--- src/sv/dhs_pkg.sv ---
// ----------------------------------------------------------------------------
// dhs_pkg
// Shared types and character codes for the decimal or hex string parser.
// ----------------------------------------------------------------------------
package dhs_pkg;

  localparam int unsigned OUT_BITS = 32;

  localparam logic [7:0] CH_NUL   = 8'h00;
  localparam logic [7:0] CH_TAB   = 8'h09;
  localparam logic [7:0] CH_LF    = 8'h0A;
  localparam logic [7:0] CH_SPACE = 8'h20;
  localparam logic [7:0] CH_0     = 8'h30;
  localparam logic [7:0] CH_9     = 8'h39;
  localparam logic [7:0] CH_UA    = 8'h41;
  localparam logic [7:0] CH_UF    = 8'h46;
  localparam logic [7:0] CH_UX    = 8'h58;
  localparam logic [7:0] CH_LA    = 8'h61;
  localparam logic [7:0] CH_LF_HEX = 8'h66;
  localparam logic [7:0] CH_LX    = 8'h78;

  typedef enum logic [1:0] {
    PH_START  = 2'd0,
    PH_ZERO   = 2'd1,
    PH_DIGITS = 2'd2,
    PH_SKIP   = 2'd3
  } phase_t;

  typedef struct packed {
    logic                ok;
    logic [OUT_BITS-1:0] value;
  } result_t;

endpackage

--- src/sv/dhs_char_if.sv ---
// ----------------------------------------------------------------------------
// dhs_char_if
// Channel carrying one ASCII byte per item.
// ----------------------------------------------------------------------------
interface dhs_char_if;
  logic       valid;
  logic       ready;
  logic [7:0] char_code;

  modport source (output valid, output char_code, input ready);
  modport sink (input valid, input char_code, output ready);
endinterface

--- src/sv/dhs_result_if.sv ---
// ----------------------------------------------------------------------------
// dhs_result_if
// Channel carrying one parse result per item.
// ----------------------------------------------------------------------------
interface dhs_result_if;
  logic        valid;
  logic        ready;
  logic        ok;
  logic [31:0] value;

  modport source (output valid, output ok, output value, input ready);
  modport sink (input valid, input ok, input value, output ready);
endinterface

--- src/sv/dhs_in_stage.sv ---
// ----------------------------------------------------------------------------
// dhs_in_stage
// Input register that holds one byte until the parser consumes it.
// ----------------------------------------------------------------------------
module dhs_in_stage (
  input  logic         clk,
  input  logic         rst,
  dhs_char_if.sink     chars,
  input  logic         take,
  output logic         in_valid,
  output logic [7:0]   in_char
);

  assign chars.ready = !in_valid || take;

  always_ff @(posedge clk) begin
    if (rst) begin
      in_valid <= 1'b0;
    end else if (chars.ready) begin
      in_valid <= chars.valid;
    end
  end

  always_ff @(posedge clk) begin
    if (chars.valid && chars.ready) begin
      in_char <= chars.char_code;
    end
  end

endmodule

--- src/sv/dhs_core.sv ---
// ----------------------------------------------------------------------------
// dhs_core
// Parser state and the update that consumes a registered byte.
// ----------------------------------------------------------------------------
module dhs_core #(
  parameter int unsigned VALUE_BITS = 32
) (
  input  logic             clk,
  input  logic             rst,
  input  logic             in_valid,
  input  logic [7:0]       in_char,
  input  logic             out_free,
  output logic             take,
  output logic             emit,
  output dhs_pkg::result_t res
);
  import dhs_pkg::*;

  localparam int unsigned VIS_BITS = (VALUE_BITS < OUT_BITS) ? VALUE_BITS : OUT_BITS;

  phase_t                phase;
  phase_t                phase_next;
  logic [VALUE_BITS-1:0] acc;
  logic [VALUE_BITS-1:0] acc_next;
  logic                  hex_mode;
  logic                  hex_mode_next;

  logic                  is_dec;
  logic                  is_upper;
  logic                  is_lower;
  logic                  is_digit;
  logic                  is_space;
  logic                  is_x;
  logic [3:0]            digit;
  logic [VALUE_BITS-1:0] acc_hex;
  logic [VALUE_BITS-1:0] acc_dec;
  logic [OUT_BITS-1:0]   acc_out;

  assign take = in_valid && out_free;

  assign is_dec   = (in_char >= CH_0) && (in_char <= CH_9);
  assign is_upper = hex_mode && (in_char >= CH_UA) && (in_char <= CH_UF);
  assign is_lower = hex_mode && (in_char >= CH_LA) && (in_char <= CH_LF_HEX);
  assign is_digit = is_dec || is_upper || is_lower;
  assign is_space = (in_char == CH_SPACE) || (in_char == CH_TAB) || (in_char == CH_LF);
  assign is_x     = (in_char == CH_LX) || (in_char == CH_UX);

  always_comb begin
    priority if (is_dec) begin
      digit = 4'(in_char - CH_0);
    end else if (is_upper) begin
      digit = 4'(in_char - CH_UA + 8'd10);
    end else if (is_lower) begin
      digit = 4'(in_char - CH_LA + 8'd10);
    end else begin
      digit = 4'd0;
    end
  end

  assign acc_hex = (acc << 4) + VALUE_BITS'(digit);
  assign acc_dec = (acc << 3) + (acc << 1) + VALUE_BITS'(digit);
  assign acc_out = OUT_BITS'(acc[VIS_BITS-1:0]);

  always_comb begin
    phase_next    = phase;
    acc_next      = acc;
    hex_mode_next = hex_mode;
    emit          = 1'b0;
    res.ok        = 1'b1;
    res.value     = acc_out;
    if (in_char == CH_NUL) begin
      emit          = (phase != PH_SKIP);
      phase_next    = PH_START;
      acc_next      = '0;
      hex_mode_next = 1'b0;
    end else if (phase == PH_SKIP) begin
      emit = 1'b0;
    end else if ((phase == PH_ZERO) && is_x) begin
      hex_mode_next = 1'b1;
      acc_next      = '0;
      phase_next    = PH_DIGITS;
    end else if (is_space) begin
      emit       = 1'b1;
      phase_next = PH_SKIP;
    end else if (!is_digit) begin
      emit       = 1'b1;
      res.ok     = 1'b0;
      res.value  = '0;
      acc_next   = '0;
      phase_next = PH_SKIP;
    end else begin
      acc_next = hex_mode ? acc_hex : acc_dec;
      if ((phase == PH_START) && (in_char == CH_0)) begin
        phase_next = PH_ZERO;
      end else begin
        phase_next = PH_DIGITS;
      end
    end
  end

  always_ff @(posedge clk) begin
    if (rst) begin
      phase    <= PH_START;
      acc      <= '0;
      hex_mode <= 1'b0;
    end else if (take) begin
      phase    <= phase_next;
      acc      <= acc_next;
      hex_mode <= hex_mode_next;
    end
  end

`ifndef NO_ASSERTIONS
  a_nul_restarts: assert property (@(posedge clk) disable iff (rst)
    take && (in_char == CH_NUL) |=> (phase == PH_START) && (acc == '0) && !hex_mode)
    else $error("A string end did not restart the parser.");

  a_fail_zero: assert property (@(posedge clk) disable iff (rst)
    take && emit && !res.ok |-> (res.value == '0))
    else $error("A failed parse carried a nonzero value.");

  a_hex_phase: assert property (@(posedge clk) disable iff (rst)
    hex_mode |-> (phase == PH_DIGITS) || (phase == PH_SKIP))
    else $error("Hex mode is set outside the digit or skip phases.");

  a_skip_silent: assert property (@(posedge clk) disable iff (rst)
    take && (phase == PH_SKIP) && (in_char != CH_NUL) |-> !emit)
    else $error("A skipped byte produced a result.");
`endif

endmodule

--- src/sv/dhs_out_stage.sv ---
// ----------------------------------------------------------------------------
// dhs_out_stage
// Result register that holds one result until the sink takes it.
// ----------------------------------------------------------------------------
module dhs_out_stage (
  input  logic             clk,
  input  logic             rst,
  input  logic             take,
  input  logic             emit,
  input  dhs_pkg::result_t res,
  output logic             out_free,
  dhs_result_if.source     results
);
  import dhs_pkg::*;

  logic    out_valid;
  result_t held;
  logic    load;

  assign out_free = !out_valid || results.ready;
  assign load     = take && emit;

  always_ff @(posedge clk) begin
    if (rst) begin
      out_valid <= 1'b0;
    end else if (out_free) begin
      out_valid <= load;
    end
  end

  always_ff @(posedge clk) begin
    if (load) begin
      held <= res;
    end
  end

  assign results.valid = out_valid;
  assign results.ok    = held.ok;
  assign results.value = held.value;

endmodule

--- src/sv/decimal_hex_string_to_unsigned.sv ---
// ----------------------------------------------------------------------------
// decimal_hex_string_to_unsigned
// Streaming parser of NUL-terminated decimal or 0x-prefixed hex strings.
// ----------------------------------------------------------------------------
// Channel   Dir  Payload               Per item
// chars     in   char_code[7:0]        one string byte
// results   out  ok, value[31:0]       one parse result
//
// Each byte is registered, then consumed by the shift-add update of the
// accumulator, so one byte is taken in every cycle unless the result stalls.
// A result passes through the byte register, then the result register.
// Reset clears the parser to the start of a string and empties both registers.
// A stalled result holds the byte stage, even for a byte that gives no result.
// ----------------------------------------------------------------------------
module decimal_hex_string_to_unsigned #(
  parameter int unsigned VALUE_BITS = 32
) (
  input logic          clk,
  input logic          rst,
  dhs_char_if.sink     chars,
  dhs_result_if.source results
);
  import dhs_pkg::*;

  logic       in_valid;
  logic [7:0] in_char;
  logic       take;
  logic       emit;
  logic       out_free;
  result_t    res;

  dhs_in_stage u_in (
    .clk      (clk),
    .rst      (rst),
    .chars    (chars),
    .take     (take),
    .in_valid (in_valid),
    .in_char  (in_char)
  );

  dhs_core #(
    .VALUE_BITS (VALUE_BITS)
  ) u_core (
    .clk      (clk),
    .rst      (rst),
    .in_valid (in_valid),
    .in_char  (in_char),
    .out_free (out_free),
    .take     (take),
    .emit     (emit),
    .res      (res)
  );

  dhs_out_stage u_out (
    .clk      (clk),
    .rst      (rst),
    .take     (take),
    .emit     (emit),
    .res      (res),
    .out_free (out_free),
    .results  (results)
  );

endmodule
--- src/flat_wrapper.sv ---
// flat-port wrapper written by rule: the top's interface ports become plain ports
module decimal_hex_string_to_unsigned_flat import dhs_pkg::*;
#(
  parameter int unsigned VALUE_BITS = 32
)
  (clk, rst, chars_valid, chars_char_code, chars_ready, results_valid, results_ok, results_value, results_ready);
  dhs_char_if chars_i ();
  dhs_result_if results_i ();
  input logic clk;
  input logic rst;
  input wire logic [$bits(chars_i.valid)-1:0] chars_valid;
  input wire logic [$bits(chars_i.char_code)-1:0] chars_char_code;
  output wire logic [$bits(chars_i.ready)-1:0] chars_ready;
  output wire logic [$bits(results_i.valid)-1:0] results_valid;
  output wire logic [$bits(results_i.ok)-1:0] results_ok;
  output wire logic [$bits(results_i.value)-1:0] results_value;
  input wire logic [$bits(results_i.ready)-1:0] results_ready;
  assign chars_i.valid = chars_valid;
  assign chars_i.char_code = chars_char_code;
  assign chars_ready = chars_i.ready;
  assign results_valid = results_i.valid;
  assign results_ok = results_i.ok;
  assign results_value = results_i.value;
  assign results_i.ready = results_ready;
  decimal_hex_string_to_unsigned #(.VALUE_BITS(VALUE_BITS)) u_core (.clk(clk), .rst(rst), .chars(chars_i), .results(results_i));
endmodule
--- config.mk ---
export PLATFORM = sky130hd
export DESIGN_NAME = decimal_hex_string_to_unsigned_flat
export DESIGN_NICKNAME = d
export VERILOG_FILES = /design/src/sv/dhs_pkg.sv /design/src/sv/dhs_char_if.sv /design/src/sv/dhs_result_if.sv /design/src/sv/dhs_in_stage.sv /design/src/sv/dhs_core.sv /design/src/sv/dhs_out_stage.sv /design/src/sv/decimal_hex_string_to_unsigned.sv /design/src/flat_wrapper.sv
export SDC_FILE = /design/constraint.sdc
export NUM_CORES = 1
export LEC_CHECK = 0
export BUFFER_PORTS_ARGS = -buffer_cell sky130_fd_sc_hd__buf_2
export CAP_MARGIN = 25
export CORE_UTILIZATION = 60
export DETAILED_ROUTE_END_ITERATION = 10
export GPL_ROUTABILITY_DRIVEN = 0
export PLACE_DENSITY = 0.81
export SLEW_MARGIN = 10
export SYNTH_ARGS = -nofsm -noshare
export SYNTH_HDL_FRONTEND = slang
export SYNTH_SLANG_ARGS = --single-unit
export TNS_END_PERCENT = 30
--- constraint.sdc ---
create_clock -name clk -period 5.37 [get_ports clk]
set_input_delay 1.611 -clock clk [delete_from_list [all_inputs] [get_ports clk]]
set_output_delay 1.611 -clock clk [all_outputs]
set_load 0.02 [all_outputs]
==> results of run 1 <==
-- state kept, by name, summed over array words and instances, names as in the netlist --
register,flops
u_core.u_core.acc,32
u_core.u_core.hex_mode,1
u_core.u_core.phase,2
u_core.u_in.in_char,8
u_core.u_in.in_valid,1
u_core.u_out.results.ok,1
u_core.u_out.results.valid,1
u_core.u_out.results.value,32
-- routing by layer --
| layer | routed length, um | global-route usage, % |
|---|---|---|
| met5 | 0 | 0 |
| met4 | 234 | 12.1 |
| met3 | 617 | 5.69 |
| met2 | 5230 | 44.5 |
| met1 | 4920 | 33.1 |
-- cells in the final DEF (no fill, tap or decap), types with 7 or more instances in the layout --
| cell type | n |
|---|---|
| a21o_1 | 8 |
| a21oi_1 | 37 |
| a22oi_1 | 17 |
| and2_1 | 36 |
| buf_2 | 46 |
| clkbuf_8 | 9 |
| dfxtp_1 | 37 |
| edfxtp_1 | 41 |
| ha_1 | 62 |
| inv_1 | 13 |
| nand2_1 | 44 |
| nand2b_1 | 7 |
| nand3_1 | 10 |
| nor2_1 | 37 |
| nor2b_1 | 9 |
| nor3_1 | 8 |
| o21ai_0 | 27 |
| o22ai_1 | 7 |
| xnor2_1 | 16 |
| xor2_1 | 11 |
-- final timing paths --
check | to | slack [ns] | cells past startpoint
setup / recovery | u_core.u_core.acc[20] | 0.72 | 19
hold reg to reg | u_core.u_core.acc[31] | 0.50 | 2
hold / removal | u_core.u_core.acc[31] | 0.50 | 2
setup reg to reg | u_core.u_core.acc[20] | 0.72 | 19
-- area by class of cell --
type,count,area share (%)
clock inverter,4,1.30
inverter,13,0.876
multi-input combinational,412,52.7
timing repair buffer,51,4.94
sequential,78,35.4
clock buffer,12,2.43
tap,105,2.36
-- logic make-up after synthesis --
| kind of cell | Yosys count | share of synthesized area, % |
|---|---|---|
| AND/OR/NAND/NOR | 179 | 18.6 |
| buffers and inverters | 28 | 2.27 |
| adder cells (fa/ha/maj) | 64 | 16.2 |
| flip-flops | 78 | 39.3 |
| XOR/XNOR | 27 | 4.71 |
| multiplexers | 3 | 0.598 |
| AO/OA/AOI/OAI | 139 | 18.3 |
-- per-stage QoR --
step / total power, mW / hold slack [ns]
final: 1.20 / 0.498
after global routing: 1.24 / 0.543
after CTS: 1.21 / 0.499
after detailed placement: 0.738 / 0.478
after global placement: 0.734 / 0.474
after floorplan: 0.711 / 0.425
-- tightest hold or removal path: stages, from the launching register on --
cell     delay [ns]
dfxtp_1        0.35
a32oi_1        0.06
nand2_1        0.06
-- power groups by stage --
| stage | sequential, mW | clock (mW) | combinational, mW |
|---|---|---|---|
| finish | 0.651 | 0.479 | 0.0733 |
| global route | 0.653 | 0.505 | 0.0798 |
| CTS | 0.651 | 0.483 | 0.0737 |
| detailed placement | 0.664 | 0 | 0.0735 |
| global placement | 0.664 | 0 | 0.0706 |
| floorplan | 0.678 | 0 | 0.0324 |
==> metrics.md, run 1 <==
| Metric | Value |
|---|---|
| Setup crit end kind | flop |
| Quantity of gates resized following cts | 0 |
| Leak | 2.42 nW |
| Source of the critical timing path | u_core.u_in.in_char[0] |
| CP arrival | 4.89 ns |
| Die area | 8740 um^2 |
| CP Launch Type | flop |
| Final Setup Violations | 0 |
| Critical Path Max Stage Delay | 0.52 ns |
| Initial antenna violation count | 0 |
| Dpl cell area | 5360 um^2 |
| Die Ht | 93.5 um |
| Rel. slew slack | 46.9% |
| Clk root buf | clkbuf_8 |
| Routed length per instance | 16.3 um |
| Worst path cell trace | inv_1 -> ha_1 -> or3b_1 -> nand4_1 -> nor2_1 -> o211ai_4 -> a21oi_1 -> fa_1 -> inv_1 -> fa_1 -> nor2b_1 -> o31a_1 -> o31a_1 -> a31o_2 -> nand2_1 -> o31ai_1 -> xor2_1 -> a222oi_1 -> nor2_1 |
| Pwr Density | 216 nW/um^2 |
| Die width | 93.5 um |
| Fin cells | 675 |
| Starting density of the core | 61.4% |
| Design area | 5570 um^2 |
| Core Area | 8180 um^2 |
| Slew Viols, Final | 0 |
| Final hold violation count | 0 |
| DR pass1 iterations | 5 |
| Family with the most delay on the worst path | compound AO/OA/AOI/OAI gates |
| NumNets Final | 641 |
| DRC viols | 0 |
| Post-synth EDFFs | 41 |
| Critical path's slowest cell | fa_1 |
| Logic pwr share | 6.1% |
| Synthesis Warnings | 0 |
| Psw | 0.277 mW |
| First-pass GRT wire length | 18100 um |
| Register area share after synthesis | 39.3% |
| Antenna-violating nets left | 0 |
| FF+latch count, synth | 78 |
| Synthesized area per cell | 9.69 um^2 |
| Clock skew | 0.0118 ns |
| Hold path start | u_core.u_core.acc[31] |
| Worst R2R Start | u_core.u_in.in_char[0] |
| HP Class | reg2reg |
| Total track usage | 26.7% |
| Top-count cell post-synth | ha_1 |
| Syn_nets | 594 |
| Layout overhead on the synthesized area | 10.9% |
| Synth async-reset ratio | 0% |
| CP Data Required Time | 5.61 ns |
| Fill cells | 645 |
| GRT overflow | 0 |
| Via count | 4097 |
| Least-Margin Pin Slew | 0.795 ns |
| Port bufs | 46 |
| Clock share of power | 39.8% |
| Cell Area, Synth | 5020 um^2 |
| DP Cell Count | 659 |
| HPWL after DPL | 7870 um |
| Main flop type after synthesis | edfxtp_1 |
| Synth unique cells | 56 |
| Synth top cells by count | ha_1 (62), nand2_1 (44), edfxtp_1 (41) |
| Internal power | 0.926 mW |
| Peak Freq | 215 MHz |
| RSZ-0062 raised after global routing | false |
| CTS Buffer Depth | 2 |
| Switching Share | 23.0% |
| Synth top area share | 24.5% |
| Crit Path Max Fanout | 9 |
| Drt initial violations | 261 |
| CTS buffer count | 9 |
| Synthesized instance count | 518 |
| Minimum clock period | 4.65 ns |
| Fin Setup TNS | 0 ns |
| Final core utilization | 68.1% |
| CTS sink count | 78 |
| TritonCTS clock tree | built |
| Final period util | 86.5% |
| Worst skew pair latency | 0.37 ns |
| Sequential power share | 54.1% |
| Number of global-route vias before repair | 3850 |
| Top cell type by total area after synthesis | edfxtp_1 |
| Crit Path Category | reg2reg |
| ANT cells | 0 |
| Number of max-cap violations | 0 |
| Num rows | 33 |
| Hold-fix buffers, CTS | 0 |
| Register Area | 1970 um^2 |
| Status | complete, no violations |
| Post-CTS Setup Repair Bufs | 0 |
| Post-Place Worst Slack | 0.799 ns |
| Worst path bufs/invs | 2 |
| Area occupied by multi-input gates | 2940 um^2 |
| Share of cells above drive strength 1 | 12.6% |
| Largest net degree at the start of global routing | 36 |
| Vias per std cell | 6.07 |
| Clock slew at reported path FFs | 0.08 ns |
| VDD IR max | 0.121 mV |
| CTS HTree Levels | 3 |
| I/O pin count | 47 |
| Routed WL | 11000 um |
| Post-route worst setup slack | 0.723 ns |
| Synth area leaders | edfxtp_1 (25%), ha_1 (15%), dfxtp_1 (15%) |
No activity file was read; power rests on OpenSTA's default activity.
==> run 2: changes to the inputs <==
Settings changed: REMOVE_ABC_BUFFERS set to 1, SKIP_LAST_GASP set to 1.
==> run 2 against run 1 <==
Final area shrank 0.22%; worst setup slack gained 0.068 ns; final cell count grew 0.15%; largest cell class unchanged; clock power shrank 19%; via count grew 0.71%; clock-buffer cell count shrank 1; non-clock buffer count grew 1; sequential power is essentially flat; sequential cell count is the same; fmax grew 1.5%.
==> metrics.md, run 2 (same netlist as run 1, synthesis figures left out) <==
| Metric | Value |
|---|---|
| Status | complete, no violations |
| HP Class | reg2reg |
| CP Data Required Time | 5.60 ns (about the same) |
| Port bufs | 46 (unchanged) |
| Busiest grt layer | met2 |
| Setup crit end kind | flop |
| Sequential power share | 58.2% (+4.1 points) |
| Routed WL | 11000 um (-0.50%) |
| Minimum clock period | 4.58 ns (-0.0683 ns) |
| CTS HTree Levels | 3 (unchanged) |
| Final core utilization | 68.0% (-0.15 points) |
| Rel. slew slack | 45.5% (-1.4 points) |
| Post-CTS Setup Repair Bufs | 0 (unchanged) |
| Largest net degree at the start of global routing | 37 (+2.8%) |
| Hold path depth | 2 (unchanged) |
| Final hold violation count | 0 (unchanged) |
| I/O pin count | 47 (unchanged) |
| Worst R2R Start | u_core.u_in.in_char[0] |
| Antenna-violating nets left | 0 (unchanged) |
| Commonest cells after routing, fill and taps aside | ha_1 (62), buf_2 (46), nand2_1 (44) |
| Die width | 93.5 um (unchanged) |
| Met1 Use GR | 32.5% (-0.53 points) |
| Peak Freq | 218 MHz (+1.5%) |
| Pwr Density | 201 nW/um^2 (-6.8%) |
| Logic pwr share | 6.9% (+0.8 points) |
| Final Setup Violations | 0 (unchanged) |
| Crit Path Max Fanout | 9 (unchanged) |
| Power Total | 1.12 mW (-7.1%) |
| Layout overhead on the synthesized area | 10.7% |
| Total track usage | 26.1% (-0.58 points) |
| Global routing usage on met3 | 3.25% (-2.4 points) |
| VDD IR max | 0.127 mV (+5.0%) |
| Hold-fix buffers, CTS | 0 (unchanged) |
| Core Area | 8180 um^2 (unchanged) |
| NumNets Final | 642 (+0.16%) |
| Commonest non-fill, non-tap cell in the layout | ha_1 |
| Die area | 8740 um^2 (unchanged) |
| Least-Margin Pin Slew | 0.815 ns (+0.0207 ns) |
| TritonCTS clock tree | built |
| Hold path start | u_core.u_core.acc[31] |
| Initial antenna violation count | 0 (unchanged) |
| CTS Buffer Depth | 2 (unchanged) |
| Clk root buf | clkbuf_8 |
| Critical Path Max Stage Delay | 0.54 ns (+0.02 ns) |
| CP arrival | 4.80 ns (-0.09 ns) |
| Leak | 2.42 nW (about the same) |
| Post-route worst setup slack | 0.791 ns (+0.0683 ns) |
| GRT overflow | 0 (unchanged) |
| Via count | 4126 (+0.71%) |
| Clock share of power | 34.9% (-4.9 points) |
| CP Launch Type | flop |
| Post-Place Worst Slack | 0.868 ns (+0.0690 ns) |
| Worst path cell trace | inv_1 -> ha_1 -> or3b_1 -> nand4_1 -> nor2_1 -> o211ai_4 -> a21oi_1 -> fa_1 -> inv_1 -> fa_1 -> nor2b_1 -> o31a_1 -> o31a_1 -> a31o_2 -> nand2_1 -> o31ai_1 -> xor2_1 -> a222oi_1 -> nor2_1 |
| Internal power | 0.835 mW (-9.7%) |
| Critical path's slowest cell | fa_1 |
| Die Ht | 93.5 um (unchanged) |
| DRC viols | 0 (unchanged) |
| ANT cells | 0 (unchanged) |
| Worst reg2reg endpoint | u_core.u_core.acc[20] |
| WHS | 0.501 ns (+0.00392 ns) |
| Clock skew | 0.00732 ns (-0.00450 ns) |
| Worst hold endpoint | u_core.u_core.acc[31] |
| RSZ-0062 raised after global routing | false |
| Slew Viols, Final | 0 (unchanged) |
| Routed length per instance | 16.2 um (-0.65%) |
| Drt initial violations | 211 (-19%) |
| Starting density of the core | 61.4% (unchanged) |
| HPWL after DPL | 7910 um (+0.51%) |
| Met2 usage in global routing | 44.9% (+0.37 points) |
| Clock slew at reported path FFs | 0.08 ns (about the same) |
| CTS sink count | 78 (unchanged) |
| First-pass GRT wire length | 17900 um (-1.3%) |
| Worst skew pair latency | 0.36 ns (about the same) |
| Reg2Reg Depth | 19 (unchanged) |
| Quantity of gates resized following cts | 0 (unchanged) |
| Num rows | 33 (unchanged) |
| Vias per std cell | 6.10 (+0.56%) |
| Switching Share | 25.3% (+2.2 points) |
| Number of max-cap violations | 0 (unchanged) |
| Number of global-route vias before repair | 3861 (+0.29%) |
| FF-to-FF setup slack | 0.79 ns (+0.07 ns) |
| Crit Path Category | reg2reg |
| Fin Setup TNS | 0 ns (unchanged) |
| DR pass1 iterations | 8 (+3) |
| Psw | 0.283 mW (+1.9%) |
| Worst path bufs/invs | 2 (unchanged) |
| Family with the most delay on the worst path | compound AO/OA/AOI/OAI gates |
| Share of cells above drive strength 1 | 13.0% (+0.33 points) |
| CTS buffer count | 9 (unchanged) |
| Final period util | 85.3% (-1.3 points) |
-- run 2: changes by cell type in the layout (fill, tap and decap cells not counted) --
cell	before	now
clkinv_4	0	3
clkbuf_1	3	2
clkinv_2	1	2
clkinvlp_4	1	0
bufinv_16	2	0
buf_16	0	1
-- run 2: final cells by class --
cell class	instances	area (um^2)
flip-flops and latches	78	1970
fillers	644	2620
well taps	105	131
multi-input cells	412	2940
inverters	13	48.8
clock inverters	5	36.3
clock buffers	11	131
repair buffers	52	303
-- run 2: how the worst max path moves through the flow --
stage,cells past startpoint,endpoint,from,slack (ns)
after detailed placement,19,u_core.u_core.acc[20],u_core.u_in.in_char[0],0.87
after global placement,19,u_core.u_core.acc[20],u_core.u_in.in_char[0],1.03
after global routing,21,u_core.u_core.acc[20],u_core.u_in.in_char[0],0.46
after floorplan,19,u_core.u_core.acc[20],u_core.u_in.in_char[0],1.23
after CTS,19,u_core.u_core.acc[20],u_core.u_in.in_char[0],0.83
final,19,u_core.u_core.acc[20],u_core.u_in.in_char[0],0.79
-- run 2: worst reg2reg max path, stage by stage, from the launching register on --
cell and delay [ns]:
edfxtp_1 0.47, inv_1 0.12, ha_1 0.21, or3b_1 0.35
nand4_1 0.10, nor2_1 0.07, o211ai_4 0.30, a21oi_1 0.12
fa_1 0.54, inv_1 0.07, fa_1 0.45, nor2b_1 0.15
o31a_1 0.17, o31a_1 0.21, a31o_2 0.23, nand2_1 0.08
o31ai_1 0.30, xor2_1 0.11, a222oi_1 0.32, nor2_1 0.08
-- run 2: per-layer routing --
metal,wire [um],part of all wire (%),vias to the layer above
met5,0,0,-
met4,361,3.3,0
met3,586,5.4,33
met2,5250,48,143
met1,4750,43,1932
li1,-,-,2018
-- run 2: stage by stage --
stage	std cells	area (um^2)
after floorplan	503	4960
after global placement	658	5350
after detailed placement	659	5360
after CTS	675	5530
after global routing	676	5560
final	676	5560
-- run 2: power groups by stage --
stage | sequential [mW] | combinational [mW] | clock, mW
after floorplan | 0.678 | 0.0284 | 0
after detailed placement | 0.665 | 0.0737 | 0
after global routing | 0.653 | 0.0841 | 0.417
after global placement | 0.664 | 0.0700 | 0
final | 0.651 | 0.0768 | 0.390
after CTS | 0.651 | 0.0741 | 0.394
